`src/rtl/hsc_pkg.sv`:
```
`timescale 1ns / 1ps
`default_nettype none

package hsc_pkg;

    // fixed field widths of the stream payload
    localparam int DATA_W   = 32;
    localparam int CODE_W   = 39;
    localparam int STATUS_W = 3;
    localparam int ERRPOS_W = 6;
    localparam int COUNT_W  = 32;

    // internal working word covers every position of the widest codeword
    localparam int WORD_W = 64;
    localparam int SYN_W  = 7;

    typedef enum logic {
        OP_ENCODE = 1'b0,
        OP_DECODE = 1'b1
    } op_t;

    localparam logic [STATUS_W-1:0] STATUS_CLEAN      = 3'd0;
    localparam logic [STATUS_W-1:0] STATUS_PARITY     = 3'd1;
    localparam logic [STATUS_W-1:0] STATUS_CORRECTED  = 3'd2;
    localparam logic [STATUS_W-1:0] STATUS_DOUBLE     = 3'd3;
    localparam logic [STATUS_W-1:0] STATUS_OUT_RANGE  = 3'd4;

    // classified request handed from front to back
    typedef struct packed {
        op_t               op;
        logic [WORD_W-1:0] word;
        logic [SYN_W-1:0]  syn;
        logic              ovpar;
    } entry_t;

    // number of check bits for a given data width
    function automatic int check_count(input int data_bits);
        int r;
        r = 0;
        for (int i = 0; i < SYN_W; i++) begin
            if ((1 << r) < data_bits + r + 1) begin
                r = r + 1;
            end
        end
        return r;
    endfunction

    // place data bits at the non-power-of-two positions 1..n
    function automatic logic [WORD_W-1:0] spread_data(input logic [DATA_W-1:0] d,
                                                      input int n);
        logic [WORD_W-1:0] c;
        int k;
        c = '0;
        k = 0;
        for (int pos = 1; pos < WORD_W; pos++) begin
            if (pos <= n && (pos & (pos - 1)) != 0) begin
                if (k < DATA_W) begin
                    c[pos-1] = d[k];
                end
                k = k + 1;
            end
        end
        return c;
    endfunction

    // gather data bits back from the non-power-of-two positions
    function automatic logic [DATA_W-1:0] extract_data(input logic [WORD_W-1:0] w,
                                                       input int n);
        logic [DATA_W-1:0] d;
        int k;
        d = '0;
        k = 0;
        for (int pos = 1; pos < WORD_W; pos++) begin
            if (pos <= n && (pos & (pos - 1)) != 0) begin
                if (k < DATA_W) begin
                    d[k] = w[pos-1];
                end
                k = k + 1;
            end
        end
        return d;
    endfunction

    // one xor tree per check bit over positions 1..n
    function automatic logic [SYN_W-1:0] syndrome_of(input logic [WORD_W-1:0] w,
                                                     input int n);
        logic [SYN_W-1:0] s;
        s = '0;
        for (int i = 0; i < SYN_W; i++) begin
            for (int pos = 1; pos < WORD_W; pos++) begin
                if (pos <= n && ((pos >> i) & 1) == 1) begin
                    s[i] = s[i] ^ w[pos-1];
                end
            end
        end
        return s;
    endfunction

endpackage

`default_nettype wire

```
`src/rtl/hamming_secded_codec_top.sv`:
```
// extended hamming secded encoder / decoder, one request per s_ handshake
// a request accepted on s_ is written into a queue slot, then into the result register when the back pops it
// throughput: one request per cycle sustained while m_tready stays high; set by the single-pass xor trees per word
// a two-slot queue sits between the classify front and the result back, so either side stalls alone
// reset (aresetn low, synchronous): queue emptied, output invalid, all three tallies cleared
`timescale 1ns / 1ps
`default_nettype none

module hamming_secded_codec_top #(
    parameter int DATA_BITS = 32
) (
    input  wire logic         aclk,
    input  wire logic         aresetn,
    input  wire logic         s_tvalid,
    output logic              s_tready,
    input  wire logic [71:0]  s_tdata,   // data_word [31:0], received_code [70:32], zero pad [71]
    input  wire logic         s_tuser,   // opcode: 0 encode, 1 decode
    output logic              m_tvalid,
    input  wire logic         m_tready,
    output logic [175:0]      m_tdata    // code_out [38:0], data_out [70:39], status [73:71],
                                         // error_position [79:74], encoded_count [111:80],
                                         // decoded_count [143:112], corrected_count [175:144]
);
    import hsc_pkg::*;

    localparam int CodeN = DATA_BITS + check_count(DATA_BITS);

    entry_t              front_entry;
    entry_t              head_entry;
    logic                head_valid;
    logic                head_pop;
    logic [CODE_W-1:0]   code_out;
    logic [DATA_W-1:0]   data_out;
    logic [STATUS_W-1:0] status;
    logic [ERRPOS_W-1:0] error_position;
    logic [COUNT_W-1:0]  encoded_count;
    logic [COUNT_W-1:0]  decoded_count;
    logic [COUNT_W-1:0]  corrected_count;

    // classify the incoming request
    hsc_front #(
        .CODE_N(CodeN)
    ) u_front (
        .op_in         (s_tuser),
        .data_word     (s_tdata[DATA_W-1:0]),
        .received_code (s_tdata[DATA_W+CODE_W-1:DATA_W]),
        .entry         (front_entry)
    );

    // decoupling queue
    hsc_queue u_queue (
        .aclk     (aclk),
        .aresetn  (aresetn),
        .wr_valid (s_tvalid),
        .wr_ready (s_tready),
        .wr_entry (front_entry),
        .rd_valid (head_valid),
        .rd_pop   (head_pop),
        .rd_entry (head_entry)
    );

    // finish encode or correct and register the result
    hsc_back #(
        .CODE_N(CodeN)
    ) u_back (
        .aclk            (aclk),
        .aresetn         (aresetn),
        .head_valid      (head_valid),
        .head_pop        (head_pop),
        .head_entry      (head_entry),
        .out_valid       (m_tvalid),
        .out_ready       (m_tready),
        .code_out        (code_out),
        .data_out        (data_out),
        .status          (status),
        .error_position  (error_position),
        .encoded_count   (encoded_count),
        .decoded_count   (decoded_count),
        .corrected_count (corrected_count)
    );

    // result packing, first field lowest
    assign m_tdata = {corrected_count, decoded_count, encoded_count,
                      error_position, status, data_out, code_out};

endmodule

`default_nettype wire

```
`src/rtl/hsc_front.sv`:
```
`timescale 1ns / 1ps
`default_nettype none

module hsc_front #(
    parameter int CODE_N = 38
) (
    input  wire logic                      op_in,
    input  wire logic [hsc_pkg::DATA_W-1:0] data_word,
    input  wire logic [hsc_pkg::CODE_W-1:0] received_code,
    output hsc_pkg::entry_t                entry
);
    import hsc_pkg::*;

    // positions 1..n plus the overall parity bit
    localparam logic [WORD_W-1:0] WordMask =
        (CODE_N + 1 >= WORD_W) ? {WORD_W{1'b1}}
                               : ((WORD_W'(1) << (CODE_N + 1)) - WORD_W'(1));

    op_t               op;
    logic [WORD_W-1:0] enc_word;
    logic [WORD_W-1:0] dec_word;
    logic [WORD_W-1:0] sel_word;

    // pick the word, then one shared syndrome tree and the overall parity
    always_comb begin
        op       = op_t'(op_in);
        enc_word = spread_data(data_word, CODE_N);
        dec_word = WORD_W'(received_code) & WordMask;
        sel_word = (op == OP_DECODE) ? dec_word : enc_word;

        entry.op    = op;
        entry.word  = sel_word;
        entry.syn   = syndrome_of(sel_word, CODE_N);
        entry.ovpar = ^sel_word;
    end

endmodule

`default_nettype wire

```
`src/rtl/hsc_queue.sv`:
```
`timescale 1ns / 1ps
`default_nettype none

module hsc_queue (
    input  wire logic             aclk,
    input  wire logic             aresetn,
    input  wire logic             wr_valid,
    output logic                  wr_ready,
    input  wire hsc_pkg::entry_t  wr_entry,
    output logic                  rd_valid,
    input  wire logic             rd_pop,
    output hsc_pkg::entry_t       rd_entry
);
    import hsc_pkg::*;

    entry_t     slot_reg [2];
    logic       wr_ptr_reg;
    logic       wr_ptr_next;
    logic       rd_ptr_reg;
    logic       rd_ptr_next;
    logic [1:0] count_reg;
    logic [1:0] count_next;
    logic       do_wr;
    logic       do_rd;

    // two-slot queue status
    always_comb begin
        wr_ready    = (count_reg != 2'd2);
        rd_valid    = (count_reg != 2'd0);
        rd_entry    = slot_reg[rd_ptr_reg];
        do_wr       = wr_valid && wr_ready;
        do_rd       = rd_pop && rd_valid;
        wr_ptr_next = do_wr ? ~wr_ptr_reg : wr_ptr_reg;
        rd_ptr_next = do_rd ? ~rd_ptr_reg : rd_ptr_reg;
        count_next  = count_reg + 2'(do_wr) - 2'(do_rd);
    end

    // pointers and fill count
    always_ff @(posedge aclk) begin
        if (!aresetn) begin
            wr_ptr_reg <= 1'b0;
            rd_ptr_reg <= 1'b0;
            count_reg  <= 2'd0;
        end else begin
            wr_ptr_reg <= wr_ptr_next;
            rd_ptr_reg <= rd_ptr_next;
            count_reg  <= count_next;
        end
    end

    // slot storage
    always_ff @(posedge aclk) begin
        if (do_wr) begin
            slot_reg[wr_ptr_reg] <= wr_entry;
        end
    end

endmodule

`default_nettype wire

```
`src/rtl/hsc_back.sv`:
```
`timescale 1ns / 1ps
`default_nettype none

module hsc_back #(
    parameter int CODE_N = 38
) (
    input  wire logic                        aclk,
    input  wire logic                        aresetn,
    input  wire logic                        head_valid,
    output logic                             head_pop,
    input  wire hsc_pkg::entry_t             head_entry,
    output logic                             out_valid,
    input  wire logic                        out_ready,
    output logic [hsc_pkg::CODE_W-1:0]       code_out,
    output logic [hsc_pkg::DATA_W-1:0]       data_out,
    output logic [hsc_pkg::STATUS_W-1:0]     status,
    output logic [hsc_pkg::ERRPOS_W-1:0]     error_position,
    output logic [hsc_pkg::COUNT_W-1:0]      encoded_count,
    output logic [hsc_pkg::COUNT_W-1:0]      decoded_count,
    output logic [hsc_pkg::COUNT_W-1:0]      corrected_count
);
    import hsc_pkg::*;

    logic                valid_reg;
    logic                valid_next;
    logic [CODE_W-1:0]   code_reg;
    logic [DATA_W-1:0]   data_reg;
    logic [STATUS_W-1:0] status_reg;
    logic [ERRPOS_W-1:0] errpos_reg;
    logic [COUNT_W-1:0]  enc_tally_reg;
    logic [COUNT_W-1:0]  enc_tally_next;
    logic [COUNT_W-1:0]  dec_tally_reg;
    logic [COUNT_W-1:0]  dec_tally_next;
    logic [COUNT_W-1:0]  cor_tally_reg;
    logic [COUNT_W-1:0]  cor_tally_next;

    logic [WORD_W-1:0]   check_bits;
    logic [WORD_W-1:0]   enc_code;
    logic [WORD_W-1:0]   fixed_word;
    logic [ERRPOS_W-1:0] syn_m1;
    logic [CODE_W-1:0]   code_next;
    logic [DATA_W-1:0]   data_next;
    logic [STATUS_W-1:0] status_next;
    logic [ERRPOS_W-1:0] errpos_next;
    logic                corrected;

    // take the head when the output register is free or draining
    always_comb begin
        head_pop   = head_valid && (!valid_reg || out_ready);
        valid_next = head_pop ? 1'b1 : (valid_reg && !out_ready);
    end

    // encode: check bits at power-of-two positions, overall parity at bit n
    always_comb begin
        check_bits = '0;
        for (int i = 0; i < SYN_W; i++) begin
            check_bits[(1 << i) - 1] = head_entry.syn[i];
        end
        enc_code = head_entry.word | check_bits;
        enc_code = enc_code | (WORD_W'(^enc_code) << CODE_N);
    end

    // decode: classify the syndrome and fix a single error
    always_comb begin
        syn_m1      = ERRPOS_W'(head_entry.syn - SYN_W'(1));
        fixed_word  = head_entry.word;
        status_next = STATUS_CLEAN;
        errpos_next = '0;
        corrected   = 1'b0;
        code_next   = '0;
        data_next   = '0;
        if (head_entry.op == OP_ENCODE) begin
            code_next = enc_code[CODE_W-1:0];
        end else begin
            priority if (head_entry.syn == '0) begin
                status_next = head_entry.ovpar ? STATUS_PARITY : STATUS_CLEAN;
            end else if (!head_entry.ovpar) begin
                status_next = STATUS_DOUBLE;
            end else if (32'(head_entry.syn) <= 32'(CODE_N)) begin
                fixed_word  = head_entry.word ^ (WORD_W'(1) << syn_m1);
                status_next = STATUS_CORRECTED;
                errpos_next = syn_m1;
                corrected   = 1'b1;
            end else begin
                status_next = STATUS_OUT_RANGE;
            end
            data_next = extract_data(fixed_word, CODE_N);
        end
    end

    // running tallies, counted as the item enters the output register
    always_comb begin
        enc_tally_next = enc_tally_reg;
        dec_tally_next = dec_tally_reg;
        cor_tally_next = cor_tally_reg;
        if (head_pop) begin
            if (head_entry.op == OP_ENCODE) begin
                enc_tally_next = enc_tally_reg + COUNT_W'(1);
            end else begin
                dec_tally_next = dec_tally_reg + COUNT_W'(1);
            end
            if (corrected) begin
                cor_tally_next = cor_tally_reg + COUNT_W'(1);
            end
        end
    end

    // control state
    always_ff @(posedge aclk) begin
        if (!aresetn) begin
            valid_reg     <= 1'b0;
            enc_tally_reg <= '0;
            dec_tally_reg <= '0;
            cor_tally_reg <= '0;
        end else begin
            valid_reg     <= valid_next;
            enc_tally_reg <= enc_tally_next;
            dec_tally_reg <= dec_tally_next;
            cor_tally_reg <= cor_tally_next;
        end
    end

    // result payload
    always_ff @(posedge aclk) begin
        if (head_pop) begin
            code_reg   <= code_next;
            data_reg   <= data_next;
            status_reg <= status_next;
            errpos_reg <= errpos_next;
        end
    end

    // tallies are sampled with the payload so each result carries its own counts
    logic [COUNT_W-1:0] enc_out_reg;
    logic [COUNT_W-1:0] dec_out_reg;
    logic [COUNT_W-1:0] cor_out_reg;

    always_ff @(posedge aclk) begin
        if (head_pop) begin
            enc_out_reg <= enc_tally_next;
            dec_out_reg <= dec_tally_next;
            cor_out_reg <= cor_tally_next;
        end
    end

    assign out_valid       = valid_reg;
    assign code_out        = code_reg;
    assign data_out        = data_reg;
    assign status          = status_reg;
    assign error_position  = errpos_reg;
    assign encoded_count   = enc_out_reg;
    assign decoded_count   = dec_out_reg;
    assign corrected_count = cor_out_reg;

endmodule

`default_nettype wire
```
`config.mk`:
```
export PLATFORM = sky130hd
export DESIGN_NAME = hamming_secded_codec_top
export DESIGN_NICKNAME = d
export VERILOG_FILES = /design/src/rtl/hsc_pkg.sv /design/src/rtl/hamming_secded_codec_top.sv /design/src/rtl/hsc_front.sv /design/src/rtl/hsc_queue.sv /design/src/rtl/hsc_back.sv
export SDC_FILE = /design/constraint.sdc
export NUM_CORES = 1
export LEC_CHECK = 0
export CAP_MARGIN = 20
export CORE_MARGIN = 2
export CORE_UTILIZATION = 39
export DETAILED_ROUTE_END_ITERATION = 8
export DONT_BUFFER_PORTS = 1
export PLACE_DENSITY = 0.51
export SETUP_SLACK_MARGIN = 0.02
export SLEW_MARGIN = 20
export SYNTH_ARGS = -nofsm -noshare
export SYNTH_HDL_FRONTEND = slang
export SYNTH_SLANG_ARGS = --single-unit
```
`constraint.sdc`:
```
create_clock -name aclk -period 15.8 [get_ports aclk]
set_input_delay 1.58 -clock aclk [delete_from_list [all_inputs] [get_ports aclk]]
set_output_delay 1.58 -clock aclk [all_outputs]
set_load 0.05 [all_outputs]
```
==> results.sh, run 1 <==
export IMPL_status="completed"
export IMPL_hold_start="u_back.cor_tally_reg[31]"
export IMPL_nets=1384
export IMPL_antennaDiodeCount=0
export IMPL_viasPerCell=4.92
export IMPL_synthArstFlopShare=0
export IMPL_drive_gt1_frac=0.0830
export IMPL_tns_ps=0
export IMPL_hp_class="flip-flop to flip-flop"
export IMPL_post_route_period_util=0.260
export IMPL_slowest_stage="buf_4"
export IMPL_slew_headroom=0.296
export IMPL_fill_cells=3861
export IMPL_wl_per_cell_um=20.1
export IMPL_maxCapViolCount=0
export IMPL_rr_worst_depth=10
export IMPL_finalHoldViolations=0
export IMPL_synth_warnings=0
export IMPL_tightest_slew_ps=1040
export IMPL_io_pins=255
export IMPL_via_count=9171
export IMPL_synth_edf_count=270
export IMPL_whs_endpoint="u_back.corrected_count[31]"
export IMPL_largest_reg_flops=94
export IMPL_grt_pass1_wl_um=56200
export IMPL_crit_type="flip-flop to flip-flop"
export IMPL_grt_setup_unrepaired="no"
export IMPL_path_cells="buf_4 > mux2_2 > inv_1 > ha_1 > nand3_1 > xor2_1 > a2111oi_4 > nand4_1 > xnor2_1 > nor2_1"
export IMPL_cts_clk_slew_worst_paths_ps=60
export IMPL_slowest_delay_ps=800
export IMPL_route_detailed_drc=0
export IMPL_die_h_um=211
export IMPL_dieArea_um2=44500
export IMPL_io_buffer_count=0
export IMPL_syn_avg_cell_area_um2=12.9
export IMPL_synth_main_ff_cell="edfxtp_1"
export IMPL_hpwl_um=26900
export IMPL_cts_resized=0
export IMPL_grt_max_degree=167
export IMPL_fmax_mhz=243
export IMPL_yosysSeqAreaShare=0.608
export IMPL_startpoint_type="flip-flop"
export IMPL_htree_num_levels=2
export IMPL_numCtsBuffers=41
export IMPL_period_needed_ps=4110
export IMPL_vdd_ir_drop_max_mv=0.107
export IMPL_reg2reg_setup_slack_ps=11690
export IMPL_synth_net_count=1383
export IMPL_clock_latency_ps=540
export IMPL_multi_input_area_um2=6200
export IMPL_synthesis_instances=1294
export IMPL_hold_buffers=0
export IMPL_power_leakage_nw=6.62
export IMPL_die_w_um=211
export IMPL_grt_pass1_vias=9072
export IMPL_drt_wl_total_um=37500
export IMPL_clock_sinks=372
export IMPL_crit_arrival_ps=4380
export IMPL_initial_core_util=0.396
export IMPL_cts_root_buf="clkbuf_16"
export IMPL_ant_nets=0
export IMPL_seq_area_um2=10200
export IMPL_endpoint_kind="flip-flop"
export IMPL_antenna_found_initial=0
export IMPL_clock_skew_final_ps=10.6
export IMPL_row_count=75
export IMPL_grt_total_usage=0.168
export IMPL_cts_tree="yes"
export IMPL_setup_viol=0
export IMPL_ys_types=53
export IMPL_area_growth_synth_to_final_pct=11.1
export IMPL_cts_max_path_buffers=3
export IMPL_crit_required_ps=16070
export IMPL_r2r_end="u_back.data_out[30]"
export IMPL_cp_max_fo=66
export IMPL_coreArea_um2=42100
export IMPL_syn_cell_area_um2=16700
export IMPL_drt_iter0_drc=547
export IMPL_post_cts_repair_setup_buffers=0
export IMPL_grt_ovfl_total=0
export IMPL_fin_total_pwr_w=0.00412
export IMPL_firstDrtPassIters=5
export IMPL_holdPathStages=1
export IMPL_ys_ff_latch=372
export IMPL_place_congestion=0.778
export IMPL_power_density_nw_per_um2=222
export IMPL_final_max_slew_viol_count=0
## through the flow
| stage | instances | cell area [µm²] | setup WS (ps) | util | hold WS [ps] |
|---|---|---|---|---|---|
| 4_1_cts | 1864 | 18600 | 11660 | 0.440 | 561 |
| 6_report | 1864 | 18600 | 11690 | 0.440 | 561 |
| 3_3_place_gp | 1791 | 17200 | 11640 | 0.409 | 545 |
| 3_5_place_dp | 1791 | 17200 | 11660 | 0.409 | 553 |
| 2_1_floorplan | 1294 | 16700 | 4930 | - | 526 |
| 5_1_grt | 1864 | 18600 | 11250 | 0.440 | 597 |
## cells by family after synthesis
group | share of synthesized area
and+or+nand+nor | 0.135
buffers and inverters | 0.0236
adders and majority gates | 0.00899
muxes | 0.0626
AOI/OAI and AO/OA | 0.0195
xor gates and xnor gates | 0.142
DFF | 0.608
## cell usage in the layout, fill, tap and decap left out, drive strengths merged, types with 2 or more instances in the layout
| master | netlist | final |
|---|---|---|
| mux2i | 85 | 85 |
| bufinv | 0 | 4 |
| a21oi | 11 | 11 |
| clkinvlp | 0 | 2 |
| nand3 | 62 | 62 |
| o21a | 2 | 2 |
| and4 | 6 | 6 |
| and2 | 115 | 115 |
| a2111oi | 5 | 5 |
| and3 | 14 | 14 |
| mux2 | 16 | 16 |
| nor3b | 3 | 3 |
| nand2 | 47 | 47 |
| xnor2 | 186 | 186 |
| a21o | 3 | 3 |
| buf | 24 | 5 |
| nor4 | 2 | 2 |
| nor2 | 107 | 107 |
| nor2b | 2 | 2 |
| xor2 | 75 | 75 |
| nor3 | 26 | 26 |
| nand2b | 7 | 7 |
| clkinv | 0 | 14 |
| dfxtp | 102 | 102 |
| or2 | 3 | 3 |
| inv | 41 | 42 |
| ha | 12 | 12 |
| nand4 | 24 | 24 |
| o21ai | 4 | 4 |
| clkbuf | 23 | 52 |
| xnor3 | 3 | 3 |
| edfxtp | 270 | 270 |
## layout make-up
class,count,area share
Clock inverter,21,0.0111
Timing Repair Buffer,5,0.00270
Tap cell,539,0.0363
Inverter,41,0.00829
Sequential cell,372,0.547
Multi-Input combinational cell,834,0.334
Clock buffer,52,0.0604
## worst max-delay path by stage
stage | depth (start not counted) | startpoint | to | slack (ps)
floorplan | 8 | m_tready | u_queue.count_reg[1] | 4930
global placement | 8 | flip-flop | u_back.data_out[11] | 11640
detailed placement | 8 | flip-flop | u_back.data_out[11] | 11660
CTS | 8 | flip-flop | u_back.data_out[30] | 11660
global route | 8 | flip-flop | u_back.data_out[29] | 11250
finish | 10 | flip-flop | u_back.data_out[30] | 11690
## synthesized netlist by cell type, types with 5 or more instances
| cell type | number | area (µm²) |
|---|---|---|
| and4_1 | 6 | 52.6 |
| xnor2_1 | 186 | 1630 |
| buf_6 | 6 | 67.6 |
| buf_2 | 15 | 75.1 |
| nand4_1 | 23 | 144 |
| nor3_2 | 6 | 60.1 |
| mux2_2 | 14 | 158 |
| edfxtp_1 | 270 | 8110 |
| a21oi_1 | 11 | 55.1 |
| nand2_1 | 47 | 176 |
| a2111oi_4 | 5 | 138 |
| clkbuf_1 | 23 | 86.3 |
| nor3_1 | 20 | 100 |
| mux2i_1 | 83 | 831 |
| nand2b_1 | 7 | 43.8 |
| and3_1 | 14 | 87.6 |
| dfxtp_1 | 102 | 2040 |
| nand3_1 | 61 | 305 |
| nor2_1 | 107 | 402 |
| ha_1 | 12 | 150 |
| inv_1 | 41 | 154 |
| and2_1 | 115 | 719 |
| xor2_1 | 75 | 657 |
## critical path: cells and delay by family, from the launching register on
family	cells	cell delay (ps)
AND/OR/NAND/NOR	3	450
XOR/XNOR	2	490
AO/OA/AOI/OAI	1	660
buffers and inverters	2	950
multiplexers	1	480
adder cells (fa/ha/maj)	1	350
flip-flops	1	440
## layer usage
layer | global-route usage | up-vias | routed length (µm)
met2 | 0.258 | 228 | 16900
met5 | 0 | - | 0
met1 | 0.240 | 4410 | 17800
met3 | 0.0381 | 52 | 1960
met4 | 0.0449 | 0 | 771
li1 | - | 4481 | -
## power breakdown
| group | switching [W] | total (W) | internal, W |
|---|---|---|---|
| clock network | 0.000374 | 0.000939 | 0.000565 |
| registers | 0.000873 | 0.00230 | 0.00143 |
| logic | 0.000556 | 0.000872 | 0.000316 |
| total | 0.00180 | 0.00412 | 0.00231 |
No activity file was read; power rests on OpenSTA's default activity.
==> inputs of run 2 (changes only) <==
- PLACE_DENSITY: 0.51 -> 0.53
- clock period: 15.8 -> 3.6 ns (I/O delays scaled with it)
==> results.sh, run 2 (synthesis gave the netlist of run 1 again) <==
export IMPL_status="completed"
export IMPL_tns_ps=0
export IMPL_final_max_slew_viol_count=0
export IMPL_coreArea_um2=42100
export IMPL_io_buffer_count=0
export IMPL_intPower_w=0.0103
export IMPL_cts_root_buf="clkbuf_16"
export IMPL_grt_max_degree=103
export IMPL_holdPathStages=2
export IMPL_whs_endpoint="u_back.out_valid"
export IMPL_power_density_nw_per_um2=969
export IMPL_power_leakage_nw=6.74
export IMPL_cts_tree="yes"
export IMPL_mostFrequentLayoutCell="edfxtp_1"
export IMPL_wl_per_cell_um=19.7
export IMPL_r2r_end="u_back.data_out[23]"
export IMPL_clock_latency_ps=530
export IMPL_post_cts_repair_setup_buffers=0
export IMPL_p_seq_frac=0.557
export IMPL_final_cell_mix="edfxtp_1 (270), xnor2_1 (186), and2_1 (115), nor2_1 (105), dfxtp_1 (100)"
export IMPL_row_count=75
export IMPL_vdd_ir_drop_max_mv=0.427
export IMPL_tightest_slew_ps=831
export IMPL_drt_iter0_drc=434
export IMPL_endpoint_kind="flip-flop"
export IMPL_ant_nets=0
export IMPL_met3WireLength_um=1720
export IMPL_grt_pass1_wl_um=55700
export IMPL_rr_worst_depth=9
export IMPL_clock_sinks=372
export IMPL_power_share_clock=0.230
export IMPL_die_w_um=211
export IMPL_antenna_found_initial=0
export IMPL_drive_gt1_frac=0.0973
export IMPL_route_met2_wl_um=18400
export IMPL_crit_type="flip-flop to flip-flop"
export IMPL_fmax_mhz=324
export IMPL_via_count=9196
export IMPL_viasPerCell=4.88
export IMPL_power_switching_w=0.00791
export IMPL_place_congestion=0.801
export IMPL_hold_start="m_tready"
export IMPL_wl_met1_um=16300
export IMPL_reg2reg_setup_slack_ps=510
export IMPL_die_h_um=211
export IMPL_maxCapViolCount=0
export IMPL_hp_class="primary input to flip-flop"
export IMPL_cts_max_path_buffers=3
export IMPL_nets=1406
export IMPL_initial_core_util=0.396
export IMPL_hpwl_um=27400
export IMPL_grt_setup_unrepaired="no"
export IMPL_route_detailed_drc=0
export IMPL_startpoint_type="flip-flop"
export IMPL_firstDrtPassIters=5
export IMPL_slew_headroom=0.430
export IMPL_grt_pass1_vias=9080
export IMPL_design_area_um2=18800
export IMPL_grt_total_usage=0.167
export IMPL_finalHoldViolations=0
export IMPL_clock_skew_final_ps=10.2
export IMPL_post_route_period_util=0.858
export IMPL_cts_clk_slew_worst_paths_ps=60
export IMPL_area_growth_synth_to_final_pct=12.3
export IMPL_largest_reg_flops=94
export IMPL_period_needed_ps=3090
export IMPL_dieArea_um2=44500
export IMPL_placed_cell_area_um2=17400
export IMPL_htree_num_levels=2
export IMPL_crit_arrival_ps=3350
export IMPL_pwr_share_comb=0.213
export IMPL_power_share_switching=0.435
export IMPL_antennaDiodeCount=0
export IMPL_fill_cells=3834
export IMPL_drt_wl_total_um=37200
export IMPL_numCtsBuffers=41
export IMPL_maxUsedRoutingLayer="met4"
export IMPL_cp_max_fo=10
export IMPL_grt_ovfl_total=0
export IMPL_io_pins=255
export IMPL_crit_required_ps=3860
export IMPL_setup_viol=0
[run 2: worst max path at each step]
| stage | endpoint | cells after the start | slack, ps |
|---|---|---|---|
| after floorplan | u_queue.count_reg[1] | 8 | -760 |
| after global placement | u_back.data_out[15] | 9 | 550 |
| after detailed placement | u_back.data_out[15] | 9 | 510 |
| after CTS | u_back.data_out[15] | 9 | 490 |
| after global routing | u_back.data_out[15] | 9 | 230 |
| final | u_back.data_out[23] | 9 | 510 |
[run 2: timing repair]
action,CTS,global route
gates resized for setup,0,0
hold buffers,2,0
endpoints found under the hold margin,104,0
[run 2: per-layer routing]
layer  vias to the layer above  global-route usage
met2                       211               0.287
met1                      4416               0.213
met4                         0              0.0459
met5                         -                   0
met3                        47              0.0351
li1                       4522                   -
[run 2: final cells by class]
| cell class | count | area (µm²) | area share |
|---|---|---|---|
| Sequential cell | 372 | 10200 | 0.541 |
| Tap cell | 539 | 674 | 0.0360 |
| Multi-Input combinational cell | 834 | 6210 | 0.331 |
| Timing Repair Buffer | 27 | 225 | 0.0120 |
| Inverter | 41 | 154 | 0.00820 |
| Clock inverter | 25 | 280 | 0.0149 |
| Clock buffer | 48 | 1060 | 0.0566 |
[run 2: power by group through the flow]
stage	clock network [W]	logic (W)	registers, W
floorplan	0	0.00298	0.00989
global placement	0	0.00389	0.0103
detailed placement	0	0.00394	0.0103
CTS	0.00431	0.00397	0.0102
global route	0.00446	0.00427	0.0102
finish	0.00419	0.00387	0.0101
[run 2: worst max-delay path, stage by stage (launching register included)]
cell,delay (ps)
dfxtp_4,430
mux2_2,410
inv_1,150
ha_1,330
nand3_1,180
xnor2_1,260
a2111oi_4,630
nand3_1,200
xnor2_1,170
nor2_1,60
[run 2: stage by stage]
step                      worst slack (ps)  utilization  power [W]  instances  hold WS [ps]
after CTS                              490        0.445     0.0185       1886          8.73
final                                  511        0.445     0.0182       1886          38.3
after floorplan                       -756            -     0.0129       1294           459
after global placement                 549        0.412     0.0142       1811           480
after detailed placement               507        0.412     0.0142       1811           483
after global routing                   231        0.445     0.0190       1886          51.3
==> inputs of run 3 (changes only) <==
- RECOVER_POWER: default -> 50
==> results.sh, run 3 (synthesis gave the netlist of run 1 again) <==
export IMPL_startpoint_type="flip-flop"
export IMPL_dieArea_um2=44500
export IMPL_dp_slack_ps=507
export IMPL_power_share_clock=0.231
export IMPL_grt_max_degree=103
export IMPL_violations="max-capacitance violations, max-slew violations"
export IMPL_grt_setup_unrepaired="no"
export IMPL_design_area_um2=18700
export IMPL_drt_wl_total_um=37200
export IMPL_die_h_um=211
export IMPL_power_share_switching=0.435
export IMPL_htree_num_levels=2
export IMPL_fmax_mhz=318
export IMPL_power_density_nw_per_um2=971
export IMPL_holdPathStages=2
export IMPL_tightest_slew_ps=1780
export IMPL_intPower_w=0.0103
export IMPL_wl_per_cell_um=19.7
export IMPL_place_congestion=0.801
export IMPL_initial_core_util=0.396
export IMPL_cts_tree="yes"
export IMPL_mostFrequentLayoutCell="edfxtp_1"
export IMPL_die_w_um=211
export IMPL_setup_ws_ps=455
export IMPL_vdd_ir_drop_max_mv=0.426
export IMPL_antenna_found_initial=1
export IMPL_hp_class="primary input to flip-flop"
export IMPL_ant_nets=0
export IMPL_nets=1406
export IMPL_post_route_period_util=0.874
export IMPL_cts_max_path_buffers=3
export IMPL_coreArea_um2=42100
export IMPL_viasPerCell=4.86
export IMPL_setup_viol=0
export IMPL_cts_root_buf="clkbuf_16"
export IMPL_hold_slack_ps=49.7
export IMPL_clock_latency_ps=530
export IMPL_period_needed_ps=3140
export IMPL_hpwl_um=27400
export IMPL_drt_iter0_drc=433
export IMPL_status="finished with violations"
export IMPL_numCtsBuffers=41
export IMPL_p_seq_frac=0.559
export IMPL_fill_cells=3844
export IMPL_via_count=9175
export IMPL_route_detailed_drc=0
export IMPL_placed_cell_area_um2=17400
export IMPL_cp_max_fo=10
export IMPL_crit_arrival_ps=3350
export IMPL_io_buffer_count=0
export IMPL_final_cell_mix="edfxtp_1 (270), xnor2_1 (186), and2_1 (110), nor2_1 (106), dfxtp_1 (101)"
export IMPL_largest_reg_flops=94
export IMPL_slew_headroom=-0.185
export IMPL_crit_required_ps=3810
export IMPL_row_count=75
export IMPL_grt_pass1_wl_um=55700
export IMPL_final_util=0.444
export IMPL_area_growth_synth_to_final_pct=11.9
export IMPL_finalHoldViolations=0
export IMPL_clock_skew_final_ps=10.1
export IMPL_antennaDiodeCount=0
export IMPL_rr_worst_depth=9
export IMPL_tns_ps=0
export IMPL_power_leakage_nw=6.71
export IMPL_endpoint_kind="flip-flop"
export IMPL_cts_clk_slew_worst_paths_ps=60
export IMPL_drive_gt1_frac=0.0817
export IMPL_firstDrtPassIters=5
export IMPL_maxCapViolCount=3
export IMPL_io_pins=255
export IMPL_grt_ovfl_total=0
export IMPL_grt_pass1_vias=9080
export IMPL_clock_sinks=372
export IMPL_pwr_share_comb=0.210
export IMPL_power_switching_w=0.00789
export IMPL_crit_type="flip-flop to flip-flop"
export IMPL_final_max_slew_viol_count=156
export IMPL_grt_total_usage=0.167
-- run 3: cell count changes in the layout (fill, tap and decap cells not counted), moves of 4 or more --
cell / previous run / this run
mux2_1: 0 / 12
buf_4: 25 / 17
and2_0: 0 / 5
clkbuf_1: 6 / 10
mux2_2: 13 / 2
and2_1: 115 / 110
clkbuf_2: 0 / 4
-- run 3: path summary, 6_finish.rpt --
kind / start / to / slack [ps]
worst max-delay path: flip-flop / u_back.data_out[23] / 460
worst min register to register: u_queue.rd_ptr_reg / flip-flop / 550
worst min-delay path: m_tready / u_back.out_valid / 50
worst max register to register: flip-flop / u_back.data_out[23] / 460
-- run 3: metrics by stage --
step / std cells / total power [W]
after floorplan: 1294 / 0.0129
after global placement: 1811 / 0.0142
after detailed placement: 1811 / 0.0142
after CTS: 1886 / 0.0185
after global routing: 1886 / 0.0190
final: 1886 / 0.0182
-- run 3: worst max-delay path, stage by stage, from the launching register on --
cell	delay, ps
dfxtp_4	430
mux2_2	410
inv_1	150
ha_1	330
nand3_1	180
xnor2_1	260
a2111oi_4	630
nand3_1	200
xnor2_1	170
nor2_1	60
-- run 3: layout make-up --
cell class                      instances  area, µm²  share of cell area
Tap cell                              539        674              0.0361
Inverter                               41        154             0.00823
Clock buffer                           48       1060              0.0568
Multi-Input combinational cell        834       6170               0.330
Clock inverter                         25        280              0.0150
Timing Repair Buffer                   27        200              0.0107
Sequential cell                       372      10200               0.543
-- run 3: power by group through the flow --
| stage | sequential, W | clock (W) | combinational, W |
|---|---|---|---|
| after global placement | 0.0103 | 0 | 0.00389 |
| final | 0.0102 | 0.00419 | 0.00382 |
| after floorplan | 0.00989 | 0 | 0.00298 |
| after global routing | 0.0103 | 0.00446 | 0.00423 |
| after CTS | 0.0102 | 0.00431 | 0.00397 |
| after detailed placement | 0.0103 | 0 | 0.00394 |
-- run 3: per-layer routing --
metal,vias up,global-route usage,wire length (µm)
met4,0,0.0459,757
met5,-,0,0
met3,47,0.0351,1700
li1,4524,-,-
met1,4395,0.213,16300
met2,209,0.287,18400
-- run 3: what timing repair did --
action,CTS,global route
resized for setup,0,0
hold buffers,2,0
endpoints found under the setup margin,0,0
buffers inserted,0,0
endpoints found under the hold margin,104,0
